[config.mk]
export PLATFORM = sky130hd
export DESIGN_NAME = heliostat_receiver_select_flat
export DESIGN_NICKNAME = d
export VERILOG_FILES = /design/src/rtl/hrs_pkg.sv /design/src/rtl/hrs_in_if.sv /design/src/rtl/hrs_out_if.sv /design/src/rtl/heliostat_receiver_select.sv /design/src/flat_wrapper.sv
export SDC_FILE = /design/constraint.sdc
export NUM_CORES = 2
export LEC_CHECK = 0
export BUFFER_PORTS_ARGS = -buffer_cell sky130_fd_sc_hd__buf_2
export CAP_MARGIN = 5
export CORE_UTILIZATION = 60
export CTS_BUF_LIST = sky130_fd_sc_hd__clkbuf_8
export CTS_CLUSTER_SIZE = 28
export DETAILED_ROUTE_END_ITERATION = 7
export GPL_ROUTABILITY_DRIVEN = 0
export GPL_TIMING_DRIVEN = 1
export PLACE_DENSITY_LB_ADDON = 0.15
export SLEW_MARGIN = 25
export SYNTH_ARGS = -nofsm -noshare
export SYNTH_HDL_FRONTEND = slang
export SYNTH_SLANG_ARGS = --single-unit
[constraint.sdc]
create_clock -name i_clk -period 13.2 [get_ports i_clk]
set_input_delay 0 -clock i_clk [delete_from_list [all_inputs] [get_ports i_clk]]
set_output_delay 0 -clock i_clk [all_outputs]
set_load 0.01 [all_outputs]
[src/rtl/hrs_pkg.sv]
// Shared widths, operation codes and fixed-point constants for the receiver selector.
package hrs_pkg;

    localparam int unsigned MAX_RECEIVERS_DEF = 16;

    localparam int unsigned COUNT_W = 5;
    localparam int unsigned ENTRY_W = 4;
    localparam int unsigned VEC_W   = 16;
    localparam int unsigned FRAC_W  = 16;

    localparam int unsigned MUL_W  = VEC_W + 1;
    localparam int unsigned PROD_W = 2 * MUL_W;
    localparam int unsigned ACC_W  = 34;

    localparam int unsigned RAD_W  = 32;
    localparam int unsigned REM_W  = 18;

    localparam logic OP_LOAD  = 1'b0;
    localparam logic OP_TRACK = 1'b1;

    localparam logic signed [ACC_W-1:0] Q_ONE = ACC_W'(64'sd268435456);
    localparam logic signed [ACC_W-1:0] Q_SAT = ACC_W'(64'sd536870912);

endpackage

[src/rtl/hrs_in_if.sv]
// Input channel: load and track words with valid/ready handshake.
interface hrs_in_if
    import hrs_pkg::*;
();
    logic                     valid;
    logic                     ready;
    logic                     operation;
    logic [ENTRY_W-1:0]       entry_index;
    logic signed [VEC_W-1:0]  reflect_x;
    logic signed [VEC_W-1:0]  reflect_y;
    logic signed [VEC_W-1:0]  reflect_z;
    logic [FRAC_W-1:0]        attenuation_in;
    logic signed [VEC_W-1:0]  sun_x;
    logic signed [VEC_W-1:0]  sun_y;
    logic signed [VEC_W-1:0]  sun_z;

    modport source (
        output valid, operation, entry_index, reflect_x, reflect_y, reflect_z,
               attenuation_in, sun_x, sun_y, sun_z,
        input  ready
    );

    modport sink (
        input  valid, operation, entry_index, reflect_x, reflect_y, reflect_z,
               attenuation_in, sun_x, sun_y, sun_z,
        output ready
    );
endinterface

[src/rtl/hrs_out_if.sv]
// Output channel: selected receiver word with valid/ready handshake.
interface hrs_out_if
    import hrs_pkg::*;
();
    logic               valid;
    logic               ready;
    logic               found;
    logic [ENTRY_W-1:0] best_index;
    logic [FRAC_W-1:0]  incidence_cos;
    logic [FRAC_W-1:0]  attenuation_out;
    logic [FRAC_W-1:0]  efficiency;

    modport source (
        output valid, found, best_index, incidence_cos, attenuation_out, efficiency,
        input  ready
    );

    modport sink (
        input  valid, found, best_index, incidence_cos, attenuation_out, efficiency,
        output ready
    );
endinterface

[src/rtl/heliostat_receiver_select.sv]
// Receiver selector: table, shared multiplier, bit-serial square root, best-score search.
// Load word: accepted while idle, table entry written at the accept edge.
// Track word over n entries: each entry passes read, dot product, clamp, square root, score
// and compare, with the square root skipped when the clamp saturates.
// The result is registered as S_PUT returns to S_IDLE, after any output stall clears.
// Reset clears control state and receiver_count; the table holds no reset and needs no clearing.
module heliostat_receiver_select
    import hrs_pkg::*;
#(
    parameter int unsigned MAX_RECEIVERS = MAX_RECEIVERS_DEF
) (
    input  logic               i_clk,
    input  logic               i_rst_n,
    hrs_in_if.sink             i_in,
    hrs_out_if.source          o_out,
    input  logic               i_cfg_we,
    input  logic [COUNT_W-1:0] i_cfg_data
);

    localparam int unsigned IDX_W = (MAX_RECEIVERS > 1) ? $clog2(MAX_RECEIVERS) : 1;

    localparam logic [3:0] S_IDLE  = 4'd0;
    localparam logic [3:0] S_READ  = 4'd1;
    localparam logic [3:0] S_MUL   = 4'd2;
    localparam logic [3:0] S_CLAMP = 4'd3;
    localparam logic [3:0] S_SQRT  = 4'd4;
    localparam logic [3:0] S_EFF   = 4'd5;
    localparam logic [3:0] S_CMP   = 4'd6;
    localparam logic [3:0] S_PUT   = 4'd7;

    logic [3*VEC_W-1:0] mem_vec [MAX_RECEIVERS];
    logic [FRAC_W-1:0]  mem_att [MAX_RECEIVERS];

    logic [3*VEC_W-1:0] r_rd_vec;
    logic [FRAC_W-1:0]  r_rd_att;

    logic [3:0]              r_state, n_state;
    logic [IDX_W-1:0]        r_idx, n_idx;
    logic [IDX_W-1:0]        r_last, n_last;
    logic [1:0]              r_step, n_step;
    logic [3:0]              r_bits, n_bits;
    logic signed [ACC_W-1:0] r_acc, n_acc;
    logic signed [PROD_W-1:0] r_prod, n_prod;
    logic signed [VEC_W-1:0] r_sun_x, n_sun_x;
    logic signed [VEC_W-1:0] r_sun_y, n_sun_y;
    logic signed [VEC_W-1:0] r_sun_z, n_sun_z;
    logic [RAD_W-1:0]        r_rad, n_rad;
    logic [REM_W-1:0]        r_rem, n_rem;
    logic [FRAC_W-1:0]       r_root, n_root;
    logic                    r_have, n_have;
    logic [IDX_W-1:0]        r_best_idx, n_best_idx;
    logic [FRAC_W-1:0]       r_best_cos, n_best_cos;
    logic [FRAC_W-1:0]       r_best_att, n_best_att;
    logic [FRAC_W-1:0]       r_best_eff, n_best_eff;
    logic [COUNT_W-1:0]      r_count, n_count;
    logic                    r_out_valid, n_out_valid;
    logic                    r_out_found, n_out_found;
    logic [ENTRY_W-1:0]      r_out_idx, n_out_idx;
    logic [FRAC_W-1:0]       r_out_cos, n_out_cos;
    logic [FRAC_W-1:0]       r_out_att, n_out_att;
    logic [FRAC_W-1:0]       r_out_eff, n_out_eff;

    logic                    in_acc;
    logic                    load_wr;
    logic [IDX_W-1:0]        wr_addr;
    logic [31:0]             cnt_lim;
    logic signed [MUL_W-1:0] mul_a, mul_b;
    logic signed [PROD_W-1:0] mul_p;
    logic signed [ACC_W-1:0] q_val;
    logic [REM_W+1:0]        sq_sh, sq_trial;
    logic [FRAC_W-1:0]       cur_eff;

    assign i_in.ready = (r_state == S_IDLE);
    assign in_acc     = i_in.valid && i_in.ready;
    assign load_wr    = in_acc && (i_in.operation == OP_LOAD)
                        && (32'(i_in.entry_index) < 32'(MAX_RECEIVERS));
    assign wr_addr    = IDX_W'(i_in.entry_index);
    assign cnt_lim    = (32'(r_count) > 32'(MAX_RECEIVERS)) ? 32'(MAX_RECEIVERS)
                                                             : 32'(r_count);

    always_ff @(posedge i_clk) begin
        if (load_wr) begin
            mem_vec[wr_addr] <= {i_in.reflect_z, i_in.reflect_y, i_in.reflect_x};
            mem_att[wr_addr] <= i_in.attenuation_in;
        end
        r_rd_vec <= mem_vec[r_idx];
        r_rd_att <= mem_att[r_idx];
    end

    always_comb begin
        mul_a = '0;
        mul_b = '0;
        if (r_state == S_EFF) begin
            mul_a = $signed({1'b0, r_root});
            mul_b = $signed({1'b0, r_rd_att});
        end else begin
            case (r_step)
                2'd0: begin
                    mul_a = MUL_W'(r_sun_x);
                    mul_b = MUL_W'($signed(r_rd_vec[VEC_W-1:0]));
                end
                2'd1: begin
                    mul_a = MUL_W'(r_sun_y);
                    mul_b = MUL_W'($signed(r_rd_vec[2*VEC_W-1:VEC_W]));
                end
                2'd2: begin
                    mul_a = MUL_W'(r_sun_z);
                    mul_b = MUL_W'($signed(r_rd_vec[3*VEC_W-1:2*VEC_W]));
                end
                default: begin
                    mul_a = '0;
                    mul_b = '0;
                end
            endcase
        end
    end

    assign mul_p    = mul_a * mul_b;
    assign q_val    = r_acc + Q_ONE;
    assign sq_sh    = {r_rem, r_rad[RAD_W-1:RAD_W-2]};
    assign sq_trial = {2'b00, r_root, 2'b01};
    assign cur_eff  = r_prod[2*FRAC_W-1:FRAC_W];

    always_comb begin
        n_state     = r_state;
        n_idx       = r_idx;
        n_last      = r_last;
        n_step      = r_step;
        n_bits      = r_bits;
        n_acc       = r_acc;
        n_prod      = mul_p;
        n_sun_x     = r_sun_x;
        n_sun_y     = r_sun_y;
        n_sun_z     = r_sun_z;
        n_rad       = r_rad;
        n_rem       = r_rem;
        n_root      = r_root;
        n_have      = r_have;
        n_best_idx  = r_best_idx;
        n_best_cos  = r_best_cos;
        n_best_att  = r_best_att;
        n_best_eff  = r_best_eff;
        n_count     = i_cfg_we ? i_cfg_data : r_count;
        n_out_valid = r_out_valid && !o_out.ready;
        n_out_found = r_out_found;
        n_out_idx   = r_out_idx;
        n_out_cos   = r_out_cos;
        n_out_att   = r_out_att;
        n_out_eff   = r_out_eff;

        case (r_state)
            S_IDLE: begin
                if (in_acc && i_in.operation == OP_TRACK) begin
                    n_sun_x    = i_in.sun_x;
                    n_sun_y    = i_in.sun_y;
                    n_sun_z    = i_in.sun_z;
                    n_idx      = '0;
                    n_last     = IDX_W'(cnt_lim - 32'd1);
                    n_step     = '0;
                    n_have     = 1'b0;
                    n_best_idx = '0;
                    n_best_cos = '0;
                    n_best_att = '0;
                    n_best_eff = '0;
                    n_state    = (cnt_lim == 32'd0) ? S_PUT : S_READ;
                end
            end
            S_READ: begin
                n_step  = '0;
                n_state = S_MUL;
            end
            S_MUL: begin
                if (r_step == 2'd0) begin
                    n_acc = '0;
                end else begin
                    n_acc = r_acc + ACC_W'(r_prod);
                end
                if (r_step == 2'd3) begin
                    n_step  = '0;
                    n_state = S_CLAMP;
                end else begin
                    n_step = r_step + 2'd1;
                end
            end
            S_CLAMP: begin
                n_rem  = '0;
                n_root = '0;
                n_bits = '0;
                if (q_val[ACC_W-1]) begin
                    n_rad   = '0;
                    n_state = S_SQRT;
                end else if (q_val >= Q_SAT) begin
                    n_root  = '1;
                    n_state = S_EFF;
                end else begin
                    n_rad   = {q_val[28:0], 3'b000};
                    n_state = S_SQRT;
                end
            end
            S_SQRT: begin
                if (sq_sh >= sq_trial) begin
                    n_rem  = REM_W'(sq_sh - sq_trial);
                    n_root = {r_root[FRAC_W-2:0], 1'b1};
                end else begin
                    n_rem  = sq_sh[REM_W-1:0];
                    n_root = {r_root[FRAC_W-2:0], 1'b0};
                end
                n_rad  = {r_rad[RAD_W-3:0], 2'b00};
                n_bits = r_bits + 4'd1;
                if (r_bits == 4'd15) begin
                    n_state = S_EFF;
                end
            end
            S_EFF: begin
                n_state = S_CMP;
            end
            S_CMP: begin
                if (!r_have || cur_eff > r_best_eff) begin
                    n_have     = 1'b1;
                    n_best_idx = r_idx;
                    n_best_cos = r_root;
                    n_best_att = r_rd_att;
                    n_best_eff = cur_eff;
                end
                if (r_idx == r_last) begin
                    n_state = S_PUT;
                end else begin
                    n_idx   = r_idx + IDX_W'(1);
                    n_state = S_READ;
                end
            end
            S_PUT: begin
                if (!r_out_valid || o_out.ready) begin
                    n_out_valid = 1'b1;
                    n_out_found = r_have;
                    n_out_idx   = ENTRY_W'(r_best_idx);
                    n_out_cos   = r_best_cos;
                    n_out_att   = r_best_att;
                    n_out_eff   = r_best_eff;
                    n_state     = S_IDLE;
                end
            end
            default: begin
                n_state = S_IDLE;
            end
        endcase
    end

    always_ff @(posedge i_clk) begin
        if (!i_rst_n) begin
            r_state     <= S_IDLE;
            r_count     <= '0;
            r_out_valid <= 1'b0;
            r_idx       <= '0;
            r_step      <= '0;
            r_bits      <= '0;
            r_have      <= 1'b0;
        end else begin
            r_state     <= n_state;
            r_count     <= n_count;
            r_out_valid <= n_out_valid;
            r_idx       <= n_idx;
            r_step      <= n_step;
            r_bits      <= n_bits;
            r_have      <= n_have;
        end
    end

    always_ff @(posedge i_clk) begin
        r_last     <= n_last;
        r_acc      <= n_acc;
        r_prod     <= n_prod;
        r_sun_x    <= n_sun_x;
        r_sun_y    <= n_sun_y;
        r_sun_z    <= n_sun_z;
        r_rad      <= n_rad;
        r_rem      <= n_rem;
        r_root     <= n_root;
        r_best_idx <= n_best_idx;
        r_best_cos <= n_best_cos;
        r_best_att <= n_best_att;
        r_best_eff <= n_best_eff;
        r_out_found <= n_out_found;
        r_out_idx  <= n_out_idx;
        r_out_cos  <= n_out_cos;
        r_out_att  <= n_out_att;
        r_out_eff  <= n_out_eff;
    end

    assign o_out.valid           = r_out_valid;
    assign o_out.found           = r_out_found;
    assign o_out.best_index      = r_out_idx;
    assign o_out.incidence_cos   = r_out_cos;
    assign o_out.attenuation_out = r_out_att;
    assign o_out.efficiency      = r_out_eff;

    a_track_blocks: assert property (@(posedge i_clk) disable iff (!i_rst_n)
        (in_acc && i_in.operation == OP_TRACK) |=> !i_in.ready)
        else $error("input ready while a track word is in progress");

    a_empty_zero: assert property (@(posedge i_clk) disable iff (!i_rst_n)
        (o_out.valid && !o_out.found) |->
            (o_out.best_index == '0 && o_out.incidence_cos == '0
             && o_out.attenuation_out == '0 && o_out.efficiency == '0))
        else $error("empty search returned nonzero fields");

    a_eff_match: assert property (@(posedge i_clk) disable iff (!i_rst_n)
        (o_out.valid && o_out.found) |->
            (o_out.efficiency == FRAC_W'((32'(o_out.incidence_cos)
                                          * 32'(o_out.attenuation_out)) >> FRAC_W)))
        else $error("efficiency does not match cosine times attenuation");

    a_idx_bound: assert property (@(posedge i_clk) disable iff (!i_rst_n)
        (r_state == S_CMP) |-> (r_idx <= r_last))
        else $error("search index ran past the last entry");

endmodule
[src/flat_wrapper.sv]
// flat-port wrapper written by rule: the top's interface ports become plain ports
module heliostat_receiver_select_flat import hrs_pkg::*;
#(
    parameter int unsigned MAX_RECEIVERS = MAX_RECEIVERS_DEF
)
  (i_clk, i_rst_n, i_cfg_we, i_cfg_data, i_in_valid, i_in_operation, i_in_entry_index, i_in_reflect_x, i_in_reflect_y, i_in_reflect_z, i_in_attenuation_in, i_in_sun_x, i_in_sun_y, i_in_sun_z, i_in_ready, o_out_valid, o_out_found, o_out_best_index, o_out_incidence_cos, o_out_attenuation_out, o_out_efficiency, o_out_ready);
  hrs_in_if i_in_i ();
  hrs_out_if o_out_i ();
  input  logic i_clk;
  input  logic i_rst_n;
  input  logic i_cfg_we;
  input  logic [COUNT_W-1:0] i_cfg_data;
  input wire logic [$bits(i_in_i.valid)-1:0] i_in_valid;
  input wire logic [$bits(i_in_i.operation)-1:0] i_in_operation;
  input wire logic [$bits(i_in_i.entry_index)-1:0] i_in_entry_index;
  input wire logic [$bits(i_in_i.reflect_x)-1:0] i_in_reflect_x;
  input wire logic [$bits(i_in_i.reflect_y)-1:0] i_in_reflect_y;
  input wire logic [$bits(i_in_i.reflect_z)-1:0] i_in_reflect_z;
  input wire logic [$bits(i_in_i.attenuation_in)-1:0] i_in_attenuation_in;
  input wire logic [$bits(i_in_i.sun_x)-1:0] i_in_sun_x;
  input wire logic [$bits(i_in_i.sun_y)-1:0] i_in_sun_y;
  input wire logic [$bits(i_in_i.sun_z)-1:0] i_in_sun_z;
  output wire logic [$bits(i_in_i.ready)-1:0] i_in_ready;
  output wire logic [$bits(o_out_i.valid)-1:0] o_out_valid;
  output wire logic [$bits(o_out_i.found)-1:0] o_out_found;
  output wire logic [$bits(o_out_i.best_index)-1:0] o_out_best_index;
  output wire logic [$bits(o_out_i.incidence_cos)-1:0] o_out_incidence_cos;
  output wire logic [$bits(o_out_i.attenuation_out)-1:0] o_out_attenuation_out;
  output wire logic [$bits(o_out_i.efficiency)-1:0] o_out_efficiency;
  input wire logic [$bits(o_out_i.ready)-1:0] o_out_ready;
  assign i_in_i.valid = i_in_valid;
  assign i_in_i.operation = i_in_operation;
  assign i_in_i.entry_index = i_in_entry_index;
  assign i_in_i.reflect_x = i_in_reflect_x;
  assign i_in_i.reflect_y = i_in_reflect_y;
  assign i_in_i.reflect_z = i_in_reflect_z;
  assign i_in_i.attenuation_in = i_in_attenuation_in;
  assign i_in_i.sun_x = i_in_sun_x;
  assign i_in_i.sun_y = i_in_sun_y;
  assign i_in_i.sun_z = i_in_sun_z;
  assign i_in_ready = i_in_i.ready;
  assign o_out_valid = o_out_i.valid;
  assign o_out_found = o_out_i.found;
  assign o_out_best_index = o_out_i.best_index;
  assign o_out_incidence_cos = o_out_i.incidence_cos;
  assign o_out_attenuation_out = o_out_i.attenuation_out;
  assign o_out_efficiency = o_out_i.efficiency;
  assign o_out_i.ready = o_out_ready;
  heliostat_receiver_select #(.MAX_RECEIVERS(MAX_RECEIVERS)) u_core (.i_clk(i_clk), .i_rst_n(i_rst_n), .i_in(i_in_i), .o_out(o_out_i), .i_cfg_we(i_cfg_we), .i_cfg_data(i_cfg_data));
endmodule
==> results_dict.tcl <==
set metrics [dict create \
    cts_buffers 215 \
    ys.warnings.count 0 \
    cts.sinks 1396 \
    cts_tree "done" \
    skew_ns 0.0624 \
    fp.coreArea_um2 107000 \
    r2r_end "u_core.r_prod[33]" \
    cap_viol_max_count 0 \
    fin_tns_setup_ns 0 \
    final_antenna_net_count 0 \
    die_y_um 331 \
    cts.clk_slew.worst_paths_ns 0.06 \
    hold_depth 2 \
    min_from "i_in_attenuation_in[6]" \
    syn_nets 4527 \
    hold_buffers 238 \
    synth_cell_types 77 \
    synth_area_per_cell_um2 16.5 \
    rr_worst_depth 27 \
    synth-async-reset-ratio 0 \
    layout_commonest_cell "edfxtp_1" \
    max_freq_ghz 0.118 \
    busiest_layer "met2" \
    failed_checks "design-rule violations" \
    worstReg2RegStart "u_core.r_step[0]" \
    wirelength_um 156000 \
    netlist_area_um2 65000 \
    layout_common_cells "edfxtp_1, inv_1, mux4_2, fa_1, nor2_1" \
    ys_seq_area_frac 0.627 \
    avgRoutedWirePerCell_um 25.7 \
    drive_above_1_share 0.203 \
    critPathLaunch "u_core.r_step[0]" \
    root_buffer "clkbuf_8" \
    avgViaCountPerCell 6.03 \
    use_met2 0.486 \
    crit_path_max_fanout 53 \
    first_iter_violations 3633 \
    antenna_found_initial 7 \
    grt.total_usage 0.290 \
    timing.final.max_slew_violations 0 \
    dp_slack_ns 4.88 \
    setup_violations 0 \
    outcome "finished, violations left" \
    syn_inst 3941 \
    tightest_slew_ns 1.08 \
    min_period_ns 8.46 \
    grt_util_met3 0.0490 \
    drt_pass1_iterations 8 \
    fin_crit_sh 0.641 \
    rows 120 \
    rsz0062_at_grt "no" \
    clock_path_buffers 3 \
    clock_latency_ns 0.91 \
    overflow 0 \
    h-tree-depth 4 \
    dieArea_um2 110000 \
    endpoint_kind "flop" \
    hpwlAfterDp_um 96100 \
    worstPathRequired_ns 14.02 \
    vias 36600 \
    area.growth.synth_to_final_pct 14.6 \
    port_buffers 181 \
    synth-seq-cells 1396 \
    worstPathArrival_ns 9.28 \
    die_w_um 331 \
    grt_pass1_vias 37300 \
    holdCritPathClass "input port to flop" \
    ctsResizeCount 0 \
    path_class "flop to flop" \
    hold_end "u_core.mem_att[10][6]" \
    hold_viol_final 0 \
    fin_nets 5081 \
    synth_edf_count 1278 \
    start_util 0.606 \
    start_kind "flop" \
    ios 182 \
    use_met1 0.378 \
    slew_headroom 0.277 \
    grt_pass1_wl_um 230000 \
    cts_setup_buffers 0 \
    ys.flop_type "edfxtp_1" \
    r2r_slack_ns 4.74 \
    drcViolationCount 8 \
    grt_max_degree 142 \
    fin_ws_ns 4.74 \
]
cells by family after synthesis:
group / after synthesis / share of synthesized area
compound gates: 385 / 0.0416
xor+xnor: 80 / 0.0108
fa+ha+maj: 459 / 0.123
buf+inv: 512 / 0.0302
flops: 1396 / 0.627
mux: 338 / 0.114
simple gates: 771 / 0.0543
Yosys cell counts (all sizes together) (3+ instances only):
library cell / number / area [um2]
edfxtp: 1278 / 38400
inv: 361 / 1360
mux4: 320 / 7210
nor2: 300 / 1140
fa: 298 / 5970
nand2: 210 / 788
ha: 161 / 2010
dfxtp: 118 / 2360
clkbuf: 114 / 428
a21oi: 86 / 449
o21ai: 76 / 380
and2: 58 / 363
xnor2: 57 / 499
a21o: 40 / 300
a22oi: 39 / 293
buf: 37 / 181
nand2b: 34 / 213
nor3: 34 / 170
nor2b: 29 / 181
or2: 25 / 156
nand3: 24 / 120
xor2: 23 / 201
a211oi: 20 / 170
a22o: 17 / 149
mux2i: 17 / 170
o21a: 15 / 113
a2bb2oi: 14 / 166
nand4: 14 / 87.6
a222oi: 13 / 130
a31oi: 10 / 62.6
and3: 10 / 62.6
o21bai: 10 / 75.1
nor4: 9 / 56.3
or3: 8 / 50.1
o31ai: 6 / 50.1
nor3b: 5 / 53.8
o211ai: 5 / 42.5
o31a: 5 / 43.8
a211o: 4 / 35.0
a21boi: 4 / 30.0
nand3b: 4 / 30.0
o2111ai: 4 / 35.0
a31o: 3 / 26.3
final cells by class:
cell class                      instances  area (um2)
Sequential cell                      1396       40800
Multi-Input combinational cell       2033       22500
Antenna cell                            4        10.0
Clock buffer                          243        3340
Timing Repair Buffer                  488        3830
Clock inverter                        148         948
Tap cell                             1403        1760
Inverter                              361        1360
Fill cell                            7051       32700
how the worst max path moves through the flow:
stage	endpoint	slack (ns)	cells past startpoint
2_1_floorplan	u_core.r_prod[32]	6.15	27
3_5_place_dp	u_core.r_prod[33]	4.88	27
5_1_grt	u_core.r_prod[32]	4.43	25
3_3_place_gp	u_core.r_prod[33]	5.06	27
4_1_cts	u_core.r_prod[33]	4.88	27
6_report	u_core.r_prod[33]	4.74	27
metrics by stage:
| step | hold WS, ns | cell area [um2] | std cells | util |
|---|---|---|---|---|
| global route | 0.0241 | 74500 | 6075 | 0.695 |
| finish | 0.0694 | 74500 | 6076 | 0.695 |
| CTS | 0.000107 | 74500 | 6070 | 0.694 |
| floorplan | 0.0989 | 65000 | 3941 | - |
| global placement | 0.178 | 67800 | 5441 | 0.632 |
| detailed placement | 0.178 | 67800 | 5441 | 0.632 |
sequential cells by signal, summed over array words and instances (netlist names), 18 cells and up:
signal / cells
u_core.mem_att: 256
u_core.mem_vec: 768
u_core.r_prod: 34
u_core.r_rad: 29
u_core.r_acc: 34
u_core.r_rd_vec: 48
u_core.r_rem: 18
metal layers:
layer,vias to the layer above,share of wire
met5,-,0.00026
met4,6,0.040
met3,339,0.071
met2,1553,0.51
met1,18900,0.38
li1,15800,-
critical path, stage by stage, from the launching register on:
cell       delay, ns
dfxtp_1         0.36
inv_1           0.13
ha_2            0.51
buf_4           0.65
a22oi_1         0.24
nand2_1         0.13
nand2_1         0.28
inv_1           0.40
a21oi_1         0.17
buf_4           0.26
nor2_1          0.23
fa_1            0.48
fa_1            0.47
fa_1            0.54
fa_1            0.45
fa_1            0.49
inv_1           0.05
fa_1            0.47
inv_1           0.04
ha_1            0.35
nand2_1         0.09
nor3_1          0.32
o2111ai_1       0.20
and3_1          0.28
o2111ai_1       0.34
a31oi_1         0.14
o21bai_1        0.16
xnor2_1         0.15
Power is not shown: default switching activity piles up to over one toggle a cycle in this logic, so the estimate is an artifact.
